--- src/rtl/core/regex_pattern_tokenizer_assert.svh ---
// Assertion macros used by the tokenizer result queue.
// Expects signals clk and rst in the scope of use.
`ifndef REGEX_PATTERN_TOKENIZER_ASSERT_SVH
`define REGEX_PATTERN_TOKENIZER_ASSERT_SVH

// same-cycle implication
`define RPT_ASSERT_IMPLY(name, ante, cons) \
  name: assert property (@(posedge clk) disable iff (rst) (ante) |-> (cons)) \
    else $error("rpt assertion failed");

// next-cycle implication
`define RPT_ASSERT_NEXT(name, ante, cons) \
  name: assert property (@(posedge clk) disable iff (rst) (ante) |=> (cons)) \
    else $error("rpt assertion failed");

`endif

--- src/rtl/core/rpt_pkg.sv ---
// Package for the regex pattern tokenizer: character codes, token kinds,
// scan modes, result record and queue sizing. No dependencies.
package rpt_pkg;

  localparam int MAX_PATTERN_DEFAULT = 4096;

  localparam int CP_W       = 21;
  localparam int TOK_START_W = 12;
  localparam int TOK_LEN_W   = 13;

  localparam int QUEUE_DEPTH = 4;
  localparam int Q_CNT_W     = $clog2(QUEUE_DEPTH + 1);
  localparam int Q_PTR_W     = $clog2(QUEUE_DEPTH);

  localparam logic [CP_W-1:0] CP_PLUS     = CP_W'(8'h2B);
  localparam logic [CP_W-1:0] CP_STAR     = CP_W'(8'h2A);
  localparam logic [CP_W-1:0] CP_QUESTION = CP_W'(8'h3F);
  localparam logic [CP_W-1:0] CP_CARET    = CP_W'(8'h5E);
  localparam logic [CP_W-1:0] CP_DOLLAR   = CP_W'(8'h24);
  localparam logic [CP_W-1:0] CP_DOT      = CP_W'(8'h2E);
  localparam logic [CP_W-1:0] CP_PIPE     = CP_W'(8'h7C);
  localparam logic [CP_W-1:0] CP_LPAREN   = CP_W'(8'h28);
  localparam logic [CP_W-1:0] CP_RPAREN   = CP_W'(8'h29);
  localparam logic [CP_W-1:0] CP_LBRACKET = CP_W'(8'h5B);
  localparam logic [CP_W-1:0] CP_RBRACKET = CP_W'(8'h5D);
  localparam logic [CP_W-1:0] CP_LBRACE   = CP_W'(8'h7B);
  localparam logic [CP_W-1:0] CP_RBRACE   = CP_W'(8'h7D);
  localparam logic [CP_W-1:0] CP_BSLASH   = CP_W'(8'h5C);
  localparam logic [CP_W-1:0] CP_DIGIT0   = CP_W'(8'h30);
  localparam logic [CP_W-1:0] CP_DIGIT9   = CP_W'(8'h39);
  localparam logic [CP_W-1:0] CP_LOW_S    = CP_W'(8'h73);
  localparam logic [CP_W-1:0] CP_UP_S     = CP_W'(8'h53);
  localparam logic [CP_W-1:0] CP_LOW_W    = CP_W'(8'h77);
  localparam logic [CP_W-1:0] CP_UP_W     = CP_W'(8'h57);
  localparam logic [CP_W-1:0] CP_LOW_D    = CP_W'(8'h64);
  localparam logic [CP_W-1:0] CP_UP_D     = CP_W'(8'h44);

  typedef enum logic [3:0] {
    KIND_WORD     = 4'd0,
    KIND_PLUS     = 4'd1,
    KIND_STAR     = 4'd2,
    KIND_QUESTION = 4'd3,
    KIND_CARET    = 4'd4,
    KIND_DOLLAR   = 4'd5,
    KIND_DOT      = 4'd6,
    KIND_PIPE     = 4'd7,
    KIND_LPAREN   = 4'd8,
    KIND_RPAREN   = 4'd9,
    KIND_SET      = 4'd10,
    KIND_REPEAT   = 4'd11,
    KIND_BACKREF  = 4'd12,
    KIND_CLASS    = 4'd13
  } token_kind_t;

  typedef enum logic [1:0] {
    ERR_NONE     = 2'd0,
    ERR_UNCLOSED = 2'd1,
    ERR_TOO_LONG = 2'd2
  } error_code_t;

  typedef enum logic [2:0] {
    MODE_NORMAL,
    MODE_BSLASH,
    MODE_LBRACKET,
    MODE_SET,
    MODE_REP,
    MODE_DRAIN
  } scan_mode_t;

  typedef struct packed {
    logic                   pattern_end;
    logic                   run_last;
    error_code_t            error_code;
    logic [TOK_LEN_W-1:0]   token_length;
    logic [TOK_START_W-1:0] token_start;
    token_kind_t            token_kind;
  } result_t;

  // results produced by one accepted character, in order
  typedef struct packed {
    logic [1:0] count;
    result_t    first;
    result_t    second;
  } step_push_t;

  function automatic token_kind_t single_kind(logic [CP_W-1:0] cp);
    token_kind_t k;
    case (cp)
      CP_PLUS:     k = KIND_PLUS;
      CP_STAR:     k = KIND_STAR;
      CP_QUESTION: k = KIND_QUESTION;
      CP_CARET:    k = KIND_CARET;
      CP_DOLLAR:   k = KIND_DOLLAR;
      CP_DOT:      k = KIND_DOT;
      CP_PIPE:     k = KIND_PIPE;
      CP_LPAREN:   k = KIND_LPAREN;
      CP_RPAREN:   k = KIND_RPAREN;
      default:     k = KIND_WORD;
    endcase
    return k;
  endfunction

endpackage

--- src/rtl/core/rpt_step.sv ---
// Per-character scan step: mode register, word and span trackers, and the
// combinational decode that yields up to two results. Uses rpt_pkg.
module rpt_step import rpt_pkg::*; #(
  parameter int MAX_PATTERN = MAX_PATTERN_DEFAULT
) (
  input  logic            clk,
  input  logic            rst,
  input  logic            accept,
  input  logic [CP_W-1:0] code_point,
  input  logic            final_char,
  output step_push_t      push
);

  localparam int POS_W = $clog2(MAX_PATTERN + 1);
  localparam logic [POS_W-1:0] POS_LIMIT = POS_W'(MAX_PATTERN);

  scan_mode_t       scan_mode, scan_mode_next;
  logic             word_pending, word_pending_next;
  logic [POS_W-1:0] word_first, word_first_next;
  logic [POS_W-1:0] word_count, word_count_next;
  logic [POS_W-1:0] char_position, char_position_next;
  logic [POS_W-1:0] span_first, span_first_next;
  logic [POS_W-1:0] span_count, span_count_next;
  logic [POS_W-1:0] escape_position, escape_position_next;

  logic        too_long, is_single, is_open, is_digit, is_class, is_neg, is_close;
  token_kind_t sk, span_kind;

  // decode results
  logic             do_flush, lit_add;
  logic [POS_W-1:0] lit_start;
  logic [1:0]       lit_cnt;
  logic             tok_valid;
  token_kind_t      tok_kind;
  logic [POS_W-1:0] tok_start, tok_len;
  error_code_t      tok_err;

  assign too_long  = char_position >= POS_LIMIT;
  assign sk        = single_kind(code_point);
  assign is_single = sk != KIND_WORD;
  assign is_open   = code_point == CP_LBRACKET || code_point == CP_LBRACE;
  assign is_digit  = code_point inside {[CP_DIGIT0:CP_DIGIT9]};
  assign is_class  = code_point inside {CP_LOW_S, CP_UP_S, CP_LOW_W, CP_UP_W,
                                        CP_LOW_D, CP_UP_D};
  assign is_neg    = scan_mode == MODE_LBRACKET && code_point == CP_CARET;
  assign is_close  = (scan_mode == MODE_REP) ? code_point == CP_RBRACE
                                             : code_point == CP_RBRACKET;
  assign span_kind = (scan_mode == MODE_REP) ? KIND_REPEAT : KIND_SET;

  // event decode for the ordinary path (not draining, not over length)
  always_comb begin
    do_flush  = 1'b0;
    lit_add   = 1'b0;
    lit_start = char_position;
    lit_cnt   = 2'd1;
    tok_valid = 1'b0;
    tok_kind  = KIND_WORD;
    tok_start = char_position;
    tok_len   = '0;
    tok_err   = ERR_NONE;
    case (scan_mode)
      MODE_NORMAL: begin
        if (is_single) begin
          do_flush  = 1'b1;
          tok_valid = 1'b1;
          tok_kind  = sk;
          tok_len   = POS_W'(1);
        end else if (is_open) begin
          do_flush  = 1'b1;
          tok_valid = final_char;
          tok_kind  = (code_point == CP_LBRACKET) ? KIND_SET : KIND_REPEAT;
          tok_err   = ERR_UNCLOSED;
        end else if (code_point == CP_BSLASH) begin
          lit_add = final_char;
        end else begin
          lit_add = 1'b1;
        end
      end
      MODE_BSLASH: begin
        if (is_digit || is_class) begin
          do_flush  = 1'b1;
          tok_valid = 1'b1;
          tok_kind  = is_digit ? KIND_BACKREF : KIND_CLASS;
          tok_start = escape_position;
          tok_len   = POS_W'(2);
        end else begin
          lit_add   = 1'b1;
          lit_start = escape_position;
          lit_cnt   = 2'd2;
        end
      end
      MODE_LBRACKET, MODE_SET, MODE_REP: begin
        if (is_neg) begin
          tok_valid = final_char;
          tok_kind  = KIND_SET;
          tok_err   = ERR_UNCLOSED;
        end else if (is_close) begin
          tok_valid = 1'b1;
          tok_kind  = span_kind;
          tok_start = span_first;
          tok_len   = span_count + POS_W'(1);
        end else begin
          tok_valid = final_char;
          tok_kind  = span_kind;
          tok_start = span_first;
          tok_err   = ERR_UNCLOSED;
        end
      end
      default: begin
      end
    endcase
  end

  // next state
  always_comb begin
    scan_mode_next       = scan_mode;
    word_pending_next    = word_pending;
    word_first_next      = word_first;
    word_count_next      = word_count;
    char_position_next   = char_position;
    span_first_next      = span_first;
    span_count_next      = span_count;
    escape_position_next = escape_position;
    if (accept && scan_mode != MODE_DRAIN && too_long) begin
      word_pending_next = 1'b0;
      word_count_next   = '0;
      scan_mode_next    = MODE_DRAIN;
    end else if (accept && scan_mode != MODE_DRAIN) begin
      char_position_next = char_position + POS_W'(1);
      if (do_flush) begin
        word_pending_next = 1'b0;
        word_count_next   = '0;
      end
      if (lit_add) begin
        word_pending_next = 1'b1;
        if (!word_pending) begin
          word_first_next = lit_start;
          word_count_next = POS_W'(lit_cnt);
        end else begin
          word_count_next = word_count + POS_W'(lit_cnt);
        end
      end
      case (scan_mode)
        MODE_NORMAL: begin
          if (!is_single && is_open) begin
            span_first_next = char_position;
            span_count_next = POS_W'(1);
            scan_mode_next  = (code_point == CP_LBRACKET) ? MODE_LBRACKET : MODE_REP;
          end else if (!is_single && code_point == CP_BSLASH) begin
            escape_position_next = char_position;
            if (!final_char) begin
              scan_mode_next = MODE_BSLASH;
            end
          end
        end
        MODE_BSLASH: begin
          scan_mode_next = MODE_NORMAL;
        end
        MODE_LBRACKET, MODE_SET, MODE_REP: begin
          if (is_neg) begin
            span_first_next = char_position;
            span_count_next = POS_W'(1);
            scan_mode_next  = MODE_SET;
          end else begin
            span_count_next = span_count + POS_W'(1);
            if (is_close) begin
              scan_mode_next = MODE_NORMAL;
            end else begin
              scan_mode_next = (scan_mode == MODE_REP) ? MODE_REP : MODE_SET;
            end
          end
        end
        default: begin
        end
      endcase
    end
    // end of pattern returns the scanner to its idle state
    if (accept && final_char) begin
      scan_mode_next     = MODE_NORMAL;
      word_pending_next  = 1'b0;
      word_count_next    = '0;
      char_position_next = '0;
    end
  end

  // result outputs
  always_comb begin
    logic             pre, post, post_pend;
    logic [POS_W-1:0] post_first, post_count;
    result_t          word_pre, word_post, tok;
    pre        = word_pending && do_flush;
    post_pend  = lit_add || (word_pending && !do_flush);
    post       = final_char && post_pend;
    post_first = word_pending ? word_first : lit_start;
    post_count = lit_add ? (word_pending ? word_count + POS_W'(lit_cnt) : POS_W'(lit_cnt))
                         : word_count;

    word_pre  = '{pattern_end: 1'b0, run_last: 1'b0, error_code: ERR_NONE,
                  token_length: TOK_LEN_W'(word_count),
                  token_start: TOK_START_W'(word_first), token_kind: KIND_WORD};
    word_post = '{pattern_end: 1'b0, run_last: 1'b0, error_code: ERR_NONE,
                  token_length: TOK_LEN_W'(post_count),
                  token_start: TOK_START_W'(post_first), token_kind: KIND_WORD};
    tok       = '{pattern_end: 1'b0, run_last: 1'b0, error_code: tok_err,
                  token_length: TOK_LEN_W'(tok_len),
                  token_start: TOK_START_W'(tok_start), token_kind: tok_kind};

    push.second = tok;
    if (scan_mode == MODE_DRAIN) begin
      push.count = 2'd0;
      push.first = word_pre;
    end else if (too_long) begin
      push.count = 2'd1;
      push.first = '{pattern_end: 1'b1, run_last: 1'b1, error_code: ERR_TOO_LONG,
                     token_length: '0, token_start: '0, token_kind: KIND_WORD};
    end else begin
      push.count = 2'(pre) + 2'(tok_valid) + 2'(post);
      push.first = pre ? word_pre : (tok_valid ? tok : word_post);
    end
    // last result of this character carries the run and pattern flags;
    // an over-length character always ends the pattern
    if (push.count == 2'd1) begin
      push.first.run_last    = 1'b1;
      push.first.pattern_end = final_char || too_long;
    end
    push.second.run_last    = 1'b1;
    push.second.pattern_end = final_char;
    if (!accept) begin
      push.count = 2'd0;
    end
  end

  always_ff @(posedge clk) begin
    if (rst) begin
      scan_mode     <= MODE_NORMAL;
      word_pending  <= 1'b0;
      word_count    <= '0;
      char_position <= '0;
    end else begin
      scan_mode     <= scan_mode_next;
      word_pending  <= word_pending_next;
      word_count    <= word_count_next;
      char_position <= char_position_next;
    end
  end

  always_ff @(posedge clk) begin
    word_first      <= word_first_next;
    span_first      <= span_first_next;
    span_count      <= span_count_next;
    escape_position <= escape_position_next;
  end

endmodule

--- src/rtl/core/rpt_outq.sv ---
// Result queue: takes zero, one or two results a cycle, hands out one while m_tready is high.
// Uses rpt_pkg and the assertion macro header.
`include "regex_pattern_tokenizer_assert.svh"

module rpt_outq import rpt_pkg::*; (
  input  logic       clk,
  input  logic       rst,
  input  step_push_t push,
  output logic       in_ready,
  output logic       m_tvalid,
  input  logic       m_tready,
  output result_t    head
);

  result_t            entries [QUEUE_DEPTH];
  logic [Q_PTR_W-1:0] wr_ptr, wr_ptr_next;
  logic [Q_PTR_W-1:0] rd_ptr, rd_ptr_next;
  logic [Q_CNT_W-1:0] count, count_next;
  logic               pop;

  assign m_tvalid = count != '0;
  assign pop      = m_tvalid && m_tready;
  assign head     = entries[rd_ptr];
  // room for the worst case of two results from the next character
  assign in_ready = count <= Q_CNT_W'(QUEUE_DEPTH - 2);

  assign wr_ptr_next = wr_ptr + Q_PTR_W'(push.count);
  assign rd_ptr_next = rd_ptr + Q_PTR_W'(pop);
  assign count_next  = count + Q_CNT_W'(push.count) - Q_CNT_W'(pop);

  always_ff @(posedge clk) begin
    if (rst) begin
      wr_ptr <= '0;
      rd_ptr <= '0;
      count  <= '0;
    end else begin
      wr_ptr <= wr_ptr_next;
      rd_ptr <= rd_ptr_next;
      count  <= count_next;
    end
  end

  always_ff @(posedge clk) begin
    if (push.count != 2'd0) begin
      entries[wr_ptr] <= push.first;
    end
    if (push.count == 2'd2) begin
      entries[wr_ptr + Q_PTR_W'(1)] <= push.second;
    end
  end

  `RPT_ASSERT_IMPLY(a_room_for_push, push.count != 2'd0, int'(count) + int'(push.count) <= QUEUE_DEPTH)
  `RPT_ASSERT_IMPLY(a_pair_order, push.count == 2'd2, push.second.run_last && !push.first.run_last)
  `RPT_ASSERT_IMPLY(a_end_is_last, push.count == 2'd1 && push.first.pattern_end, push.first.run_last)
  `RPT_ASSERT_NEXT(a_drain_empty, pop && count == Q_CNT_W'(1) && push.count == 2'd0, count == '0)

endmodule

--- src/rtl/core/regex_pattern_tokenizer.sv ---
// Regex pattern tokenizer, top level: stream ports, scan step, result queue.
// Depends on rpt_pkg, rpt_step and rpt_outq.
//
//  channel | dir | tdata                                         | tuser      | tlast
//  --------+-----+-----------------------------------------------+------------+------------
//  s_*     | in  | code_point[20:0]                              | -          | final_char
//  m_*     | out | kind[3:0] start[15:4] length[28:16] run[29]   | error_code | pattern_end
//
// One character is taken per cycle while s_tready is high; its tokens (zero
// to two) are decided in the same cycle from the scan state and land in a
// four-entry result queue, which hands out one token per cycle while m_tready
// is high. s_tready drops only when the queue holds more than two tokens, as
// when the output side stalls or characters keep yielding two tokens each.
// Synchronous reset clears the scan state and empties the queue.
module regex_pattern_tokenizer import rpt_pkg::*; #(
  parameter int MAX_PATTERN = MAX_PATTERN_DEFAULT
) (
  input  logic        clk,
  input  logic        rst,
  input  logic        s_tvalid,
  output logic        s_tready,
  input  logic [23:0] s_tdata,   // [20:0] code_point, [23:21] zero
  input  logic        s_tlast,   // final_char
  output logic        m_tvalid,
  input  logic        m_tready,
  output logic [31:0] m_tdata,   // [3:0] token_kind, [15:4] token_start,
                                 // [28:16] token_length, [29] run_last, [31:30] zero
  output logic [1:0]  m_tuser,   // error_code
  output logic        m_tlast    // pattern_end
);

  logic       accept;
  step_push_t push;
  result_t    head;

  // input transfer
  assign accept = s_tvalid && s_tready;

  rpt_step #(
    .MAX_PATTERN(MAX_PATTERN)
  ) u_step (
    .clk       (clk),
    .rst       (rst),
    .accept    (accept),
    .code_point(s_tdata[CP_W-1:0]),
    .final_char(s_tlast),
    .push      (push)
  );

  rpt_outq u_outq (
    .clk     (clk),
    .rst     (rst),
    .push    (push),
    .in_ready(s_tready),
    .m_tvalid(m_tvalid),
    .m_tready(m_tready),
    .head    (head)
  );

  // pack the queue head onto the output stream
  assign m_tdata = {2'b00, head.run_last, head.token_length, head.token_start,
                    head.token_kind};
  assign m_tuser = head.error_code;
  assign m_tlast = head.pattern_end;

endmodule
--- config.mk ---
export PLATFORM = sky130hd
export DESIGN_NAME = regex_pattern_tokenizer
export DESIGN_NICKNAME = d
export VERILOG_FILES = /design/src/rtl/core/rpt_pkg.sv /design/src/rtl/core/rpt_step.sv /design/src/rtl/core/rpt_outq.sv /design/src/rtl/core/regex_pattern_tokenizer.sv
export VERILOG_INCLUDE_DIRS = /design/src /design/src/rtl/core
export SDC_FILE = /design/constraint.sdc
export NUM_CORES = 1
export LEC_CHECK = 0
export ABC_AREA = 0
export BUFFER_PORTS_ARGS = -buffer_cell sky130_fd_sc_hd__buf_4
export CORE_UTILIZATION = 45
export CTS_BUF_LIST = sky130_fd_sc_hd__clkbuf_8 sky130_fd_sc_hd__clkbuf_16
export DETAILED_ROUTE_END_ITERATION = 8
export GPL_TIMING_DRIVEN = 0
export PLACE_DENSITY = 0.63
export SYNTH_ARGS = -nofsm -noshare
export SYNTH_HDL_FRONTEND = slang
export SYNTH_SLANG_ARGS = --single-unit
--- constraint.sdc ---
create_clock -name clk -period 5.25 [get_ports clk]
set_input_delay 0.2625 -clock clk [delete_from_list [all_inputs] [get_ports clk]]
set_output_delay 0.2625 -clock clk [all_outputs]
set_load 0.05 [all_outputs]
======== Word level (Yosys, flattened, before mapping) ========
Memories as Yosys holds them, arrays and structs flattened. A register that Yosys moved wholly into a read port is not among the register bits.
Index checks and enable logic that the tools add are counted.
storage, ports and cells
  memory bits (writable) .................. 132
  input port bits ......................... 29
  output and inout port bits .............. 37
  bits in registers ....................... 87
  word-level logic and storage cells ...... 174
  memories ................................ 1
memories
  memory          words  width  read ports  clocked after Yosys merged registers in  wr ports  line            text
  u_outq.entries  4      33     1           1                                        2         rpt_outq.sv:15  result_t entries [QUEUE_DEPTH];
cells by class
  mux-type cells .......................... 74
  magnitude comparators ................... 4
  add/sub/neg operators ................... 10
  eq/ne operators ......................... 33
  bitwise gates (word level) .............. 2
  reduce and logical (&&, ||, !) cells .... 38
operators by type and width
  operator                                                                           number
  21-bit by 7-bit equality test with 1-bit output, second input constant             13
  21-bit by 6-bit equality test with 1-bit output, second input constant             7
  13-bit two-way mux                                                                 10
  35-bit two-way mux                                                                 2
  13-bit case mux with 2 select lines                                                2
  12-bit two-way mux                                                                 4
  13-bit case mux with 3 select lines                                                1
  4-bit case mux with 9 select lines                                                 1
  33-bit two-way mux                                                                 1
  31-bit two-way mux                                                                 1
  3-bit two-way mux                                                                  9
  13-bit by 1-bit adder with 13-bit output, second input constant                    2
  1-bit two-way mux                                                                  24
  12-bit case mux with 2 select lines                                                1
  21-bit by 6-bit >= comparator with 1-bit output, second input constant             1
  21-bit by 6-bit less-or-equal comparator with 1-bit output, second input constant  1
  2-bit two-way mux                                                                  8
  4-bit two-way mux                                                                  4
  13-bit by 2-bit adder with 13-bit output                                           1
  13-bit >= comparator, second input constant                                        1
  1-bit logical AND                                                                  12
  4-bit case mux with 3 select lines                                                 1
  4-bit AND reduction                                                                3
  3-bit case mux with 3 select lines                                                 1
  34 further kinds                                                                   50

======== Longest topological paths before layout ========
Gate-level depths: netlist of run 1.
  word-level depth ........................ 16
  mapped depth ............................ 22
  mapped depth without buffers ............ 18

======== By module ========
Synthesis of run 1 repeated with hierarchy kept, for this count alone.
second synthesis, totals
  cell total of the unflattened synthesis .. 1047
  area total of the unflattened synthesis .. 12565.8 µm²
modules (own cells, without submodules)
  module                   cells an instance  times used  area an instance (µm²)
  rpt_outq                 370                1           6847.8
  rpt_step                 673                1           5693.0
  regex_pattern_tokenizer  4                  1           25.0

======== Worst setup path before layout of run 1 ========
OpenSTA, ideal clock, no wires.
  path type ............................... input -> register
  from .................................... input port s_tdata[0]
  to ...................................... memory u_outq.entries[3][0] (netlist bit), enable pin
  buffers on the path ..................... 5
  library setup time ...................... 0.471 ns
  arrival ................................. 4.422 ns
  required time ........................... 4.779 ns
  path slack .............................. 0.357 ns
  stages .................................. 15
  cell sequence ........................... clkbuf_1 or4b_1 a2111o_1 a32oi_2 and2_1 buf_2 buf_2 a21boi_0 fa_1 nor3_1 nand2b_1 or2_2 clkbuf_1 clkbuf_1 nand2_1
RTL lines
  what                line                           text
  start: declaration  regex_pattern_tokenizer.sv:22  input logic [23:0] s_tdata,
  end: declaration    rpt_outq.sv:15

==> results.yml, run 1 <==
yosys:
  yosys.cell_types.count: 85
  ys.flop_type: "edfxtp_1"
  seq_area_frac_synth: 0.507
  synth_cells: 1145
  synth_area_sq_um: 12000
  synthArstFlopShare: 0
  synth-edff-count: 173
  yosys_warnings: 0
  ys_seq_elements: 218
  synth_area_per_cell_sq_um: 10.5
clock_network:
  cts_sinks: 218
  hold_buffers: 0
  cts_setup_buffers: 0
  clockRootBuffer: "clkbuf_16"
  cts_tree: "built"
  clk_pin_slew_ns: 0.06
  htree_levels: 1
  cts_buffers: 24
  worstSkewPairLatency_ns: 0.51
  ctsLongestPathBuffers: 3
pwr:
  leakagePower_nw: 4.86
  power.density_nw_per_um2: 349
  ir_worst_vdd_v: 0.000213
placed_design:
  portBuffers: 56
  globalplace.congestion: 0.963
  dpl.hpwl_um: 26300
run_status:
  status: "complete, but fails checks"
  violations: "DRC"
floorplanning:
  fp.dieH_um: 165
  ios: 66
  dieArea_sq_um: 27400
  placementRows: 59
  start_util: 0.460
  die_w_um: 165
  core_area_sq_um: 26100
sta:
  timing.final.crit_share: 0.950
  clock-skew-final_ns: 0.0104
  fin_setup_tns_ns: 0
  min_period_ns: 4.99
  slew_violations: 0
  worst-slew-pin-transition_ns: 1.15
  rsz0062_at_grt: "false"
  setup_viol: 0
  timing.fmax_mhz: 200
  relSlewSlack: 0.225
  hold_viol: 0
setup_path:
  cp-end-kind: "flip-flop"
  critPathArrivalTime_ns: 5.11
  crit_fanout: 31
  cp-start-kind: "flip-flop"
  worstSetupPathType: "reg -> reg"
  required_ns: 5.38
global_route:
  grt_pass1_wl_um: 53900
  grt_pass1_vias: 9216
  grt_max_degree: 33
  grt_overflow: 0
  track_usage: 0.261
  antenna_found_initial: 0
final_layout:
  seqCellArea_sq_um: 6100
  fin_util: 0.526
  nNetsFinal: 1274
  multi_input_area_sq_um: 5620
  areaGrowthSynthToFinish_pct: 14.3
  drive_above_1_share: 0.157
  fillers: 2358
  antenna_cells: 0
drt:
  avgViaCountPerCell: 6.15
  ant_nets: 0
  drcViolationCount: 8
  wl_per_cell_um: 22.3
  vias: 9748
  drt_first_pass_iters: 7
  drt_iter0_markers: 1109
  wl_um: 35300
hold_path:
  hold_class: "in -> reg"
flow_run:
  max_cap_viol_count: 0
## cell type report
type | count | area share
flip-flops and latches | 218 | 0.443
well taps | 335 | 0.0305
inverters | 19 | 0.00573
plain buffers | 76 | 0.0260
repair buffers | 58 | 0.0325
multi-input cells | 835 | 0.408
clock buffers | 25 | 0.0455
clock inverters | 18 | 0.00783
## metrics by stage
step	instance area [sq um]	instances	total power, mW	hold WS (ns)	setup slack, ns
2_1_floorplan	12000	1146	2.91	0.421	0.357
3_3_place_gp	12900	1537	3.24	0.435	-1.16
3_5_place_dp	12900	1539	3.25	0.442	-0.592
4_1_cts	13700	1582	4.82	0.242	0.0136
5_1_grt	13700	1584	4.98	0.273	0.00870
6_report	13700	1584	4.80	0.236	0.261
## worst max-delay path, cell delays in order, from the launching register on
cell	delay (ns)
dfxtp_1	0.30
clkbuf_1	0.20
or2_1	0.30
nor2_2	0.21
o211a_1	0.21
or3b_1	0.34
clkbuf_1	0.17
and2_1	0.16
buf_2	0.15
buf_2	0.21
a21boi_1	0.21
fa_1	0.46
nor3_1	0.33
nand2b_1	0.23
or3_1	0.19
clkbuf_1	0.49
nand2_4	0.41
## cells by family after synthesis
group                      Yosys count  share of synthesized area
adders and majority gates           13                     0.0154
muxes                               51                     0.0768
other                                1                   0.000312
AOI/OAI and AO/OA                  325                      0.184
DFF                                218                      0.507
and+or+nand+nor                    413                      0.159
xor gates and xnor gates            29                     0.0211
buffers and inverters               95                     0.0357
## where the power goes
part / switching [mW] / internal, mW
Sequential: 0.0614 / 1.95
Combinational: 0.793 / 0.415
Clock: 0.674 / 0.905
## registers in the layout, summed over array words and instances, names as in the netlist
name and cells:
u_outq.entries 132, u_step.char_position 13, u_step.span_count 13, u_step.word_count 13, u_step.escape_position 12, u_step.span_first 12
u_step.word_first 12, u_outq.count 3, u_step.scan_mode 3, u_outq.rd_ptr 2, u_outq.wr_ptr 2, u_step.word_pending 1
## per-layer routing
| layer | wire (um) | GRT usage | part of all wire | vias to the layer above |
|---|---|---|---|---|
| li1 | - | - | - | 4542 |
| met1 | 15600 | 0.373 | 0.44 | 4692 |
| met2 | 16000 | 0.413 | 0.45 | 443 |
| met3 | 2670 | 0.0352 | 0.076 | 71 |
| met4 | 957 | 0.0798 | 0.027 | 0 |
| met5 | 0 | 0 | 0 | - |
## synth_stat cells, types with 18 or more instances
cell,instances,area [sq um]
a21oi_1,57,285
a221o_1,24,240
and2_1,18,113
clkbuf_1,48,180
dfxtp_1,45,901
edfxtp_1,173,5190
mux2i_1,18,180
mux4_2,33,743
nand2_1,138,518
nand3_1,27,135
nor2_1,130,488
o21ai_0,45,225
o21ai_1,26,130
o22ai_1,56,350
## worst paths after layout
| kind | start | endpoint | slack (ns) | cells after the start |
|---|---|---|---|---|
| setup / recovery | u_step.scan_mode[1] | u_outq.entries[2][8] | 0.26 | 16 |
| hold / removal | rst | u_outq.count[1] | 0.24 | 2 |
| setup reg to reg | u_step.scan_mode[1] | u_outq.entries[2][8] | 0.26 | 16 |
| hold reg to reg | u_outq.entries[0][31] | u_outq.entries[0][31] | 0.48 | 1 |
## cells in the final DEF, fill, tap and decap left out, types with 24 or more instances in the layout
cell type | synthesis | final
a221o_1 | 24 | 24
dfxtp_1 | 45 | 45
edfxtp_1 | 173 | 173
nor2_1 | 130 | 127
a21oi_1 | 57 | 57
nand2_1 | 138 | 134
clkbuf_16 | 0 | 25
mux4_2 | 33 | 33
o22ai_1 | 56 | 56
nand3_1 | 27 | 27
o21ai_1 | 26 | 26
clkbuf_1 | 48 | 44
buf_4 | 4 | 60
o21ai_0 | 45 | 45
## repair_timing
action / CTS / global route
cloned: 0 / 2
pin swaps: 0 / 2
resized for setup: 5 / 20
setup endpoints to repair: 96 / 138
hold endpoints to repair: 0 / 0
Note: power is estimated with default switching activity, not from simulation.
==> inputs of run 2 (changes only) <==
--- a/config.mk
+++ b/config.mk
@@ -8,6 +8,7 @@
 export LEC_CHECK = 0
 export ABC_AREA = 0
 export BUFFER_PORTS_ARGS = -buffer_cell sky130_fd_sc_hd__buf_4
+export CORE_ASPECT_RATIO = 1.25
 export CORE_UTILIZATION = 45
 export CTS_BUF_LIST = sky130_fd_sc_hd__clkbuf_8 sky130_fd_sc_hd__clkbuf_16
 export DETAILED_ROUTE_END_ITERATION = 8
==> run 2 against run 1 <==
  * The run now ends clean
  * Clock skew up 0.00055 ns
  * Cell count unchanged
  * Sequential share of layout area down 0.40 points
==> results.yml, run 2 (synthesized netlist as in run 1, its figures left out) <==
run_status:
  status: "complete, no violations"
floorplanning:
  core_area_sq_um: 26200
  dieArea_sq_um: 27400
  die_w_um: 148
  ios: 66
  placementRows: 66
  fp.dieH_um: 185
  start_util: 0.459
flow_run:
  max_cap_viol_count: 0
clock_network:
  worstSkewPairLatency_ns: 0.52
  clk_pin_slew_ns: 0.06
  cts_setup_buffers: 0
  cts_buffers: 22
  hold_buffers: 0
  htree_levels: 1
  cts_sinks: 218
  clockRootBuffer: "clkbuf_16"
  ctsLongestPathBuffers: 3
  cts_tree: "built"
pwr:
  swShare: 0.304
  intPower_mw: 3.52
  power_frac_clock: 0.365
  p_seq_frac: 0.397
  leakagePower_nw: 4.90
  ir_worst_vdd_v: 0.000219
  switchingPower_mw: 1.54
  power.density_nw_per_um2: 365
  comb_power_share: 0.239
final_layout:
  areaGrowthSynthToFinish_pct: 15.3
  drive_above_1_share: 0.161
  largest-register: "u_outq.entries"
  final_cell_mix: "173 x edfxtp_1, 134 x nand2_1, 127 x nor2_1, 60 x buf_4, 57 x a21oi_1"
  fin_util: 0.530
  final_cells: 1584
  final_common_cell: "edfxtp_1"
  antenna_cells: 0
  stdcell_area_sq_um: 13900
  nNetsFinal: 1271
  largest_register_ff_count: 132
sta:
  clock-skew-final_ns: 0.0110
  hold-worst-slack_ns: 0.241
  timing.fmax_mhz: 201
  rsz0062_at_grt: "false"
  relSlewSlack: 0.179
  hold_viol: 0
  min_period_ns: 4.96
  worst-slew-pin-transition_ns: 1.22
  slew_violations: 0
  timing.final.crit_share: 0.946
  setup_viol: 0
drt:
  avgViaCountPerCell: 6.15
  drcViolationCount: 0
  ant_nets: 0
  wl_per_cell_um: 22.2
  wl_um: 35200
  drt_iter0_markers: 1004
  vias: 9734
  drt_first_pass_iters: 6
setup_path:
  cp-end-kind: "flip-flop"
  r2r_slack_ns: 0.29
  ff2ff_path_depth: 17
  crit_fanout: 10
  critPathArrivalTime_ns: 5.18
  cp-start-kind: "flip-flop"
  required_ns: 5.47
  reg2reg_from: "u_step.scan_mode[1]"
  reg2reg_to: "u_outq.entries[3][9]"
  worstSetupPathType: "reg -> reg"
global_route:
  antenna_found_initial: 0
  grt_max_degree: 33
  track_usage: 0.261
  grt_pass1_vias: 9508
  grt_overflow: 0
  grt_pass1_wl_um: 54800
placed_design:
  dpl.hpwl_um: 26100
  globalplace.congestion: 1.01
  placed_area_sq_um: 12900
  portBuffers: 56
  dp.cells: 1544
hold_path:
  min_path_cells: 2
  min-delay-start: "rst"
  hold_class: "in -> reg"
  whs_endpoint: "u_outq.count[1]"
==> run 2: worst max path at each step <==
| stage | from | endpoint | slack [ns] | depth (start not counted) |
|---|---|---|---|---|
| floorplan | s_tdata[0] | u_outq.entries[3][0] | 0.36 | 15 |
| global placement | s_tdata[5] | u_outq.entries[3][8] | -1.06 | 18 |
| detailed placement | s_tdata[5] | u_outq.entries[2][19] | -0.60 | 20 |
| CTS | u_step.scan_mode[1] | u_outq.entries[0][8] | 0.02 | 17 |
| global route | u_step.scan_mode[1] | u_outq.entries[3][9] | 0.01 | 17 |
| finish | u_step.scan_mode[1] | u_outq.entries[3][9] | 0.29 | 17 |
==> run 2: power groups by stage <==
stage	Sequential, mW	Combinational, mW	Clock [mW]
2_1_floorplan	2.03	0.886	0
3_3_place_gp	2.04	1.20	0
3_5_place_dp	2.05	1.21	0
4_1_cts	2.01	1.21	1.85
5_1_grt	2.02	1.29	1.92
6_report	2.01	1.21	1.85
==> run 2: through the flow <==
step	worst slack, ns	setup TNS, ns	power (mW)
after global placement	-1.06	-116.33	3.24
after floorplan	0.357	0	2.91
after detailed placement	-0.598	-55.36	3.25
after CTS	0.0198	0	5.07
final	0.285	0	5.06
after global routing	0.0144	0	5.23
==> run 2: worst max-delay path, cell delays in order (launching register included) <==
cell	delay [ns]
dfxtp_1	0.29
clkbuf_1	0.21
or2_1	0.30
nor2_2	0.22
o211a_1	0.22
or3b_1	0.36
clkbuf_1	0.16
and2_1	0.15
buf_2	0.16
buf_2	0.20
a21boi_0	0.27
fa_1	0.48
nor3_1	0.29
nand2b_1	0.23
nor2_1	0.10
a21oi_1	0.45
buf_2	0.39
o21ai_0	0.19
==> run 2: layout make-up <==
type	instances	area (sq um)
inverter	19	78.8
tap	340	425
clock inverter	15	262
multi-input combinational	835	5620
timing repair buffer	58	447
sequential	218	6100
fill	2316	12300
buffer	75	353
clock buffer	24	589
==> run 2: layer usage <==
layer | global-route usage | vias up | part of all wire
li1 | - | 4533 | -
met1 | 0.339 | 4708 | 0.42
met2 | 0.439 | 411 | 0.48
met3 | 0.0389 | 82 | 0.063
met4 | 0.100 | 0 | 0.035
met5 | 0 | - | 0
==> run 2: what timing repair did <==
action | CTS | global route
resized for setup | 6 | 19
cloned | 0 | 2
endpoints found under the setup margin | 103 | 140
pin swaps | 0 | 2
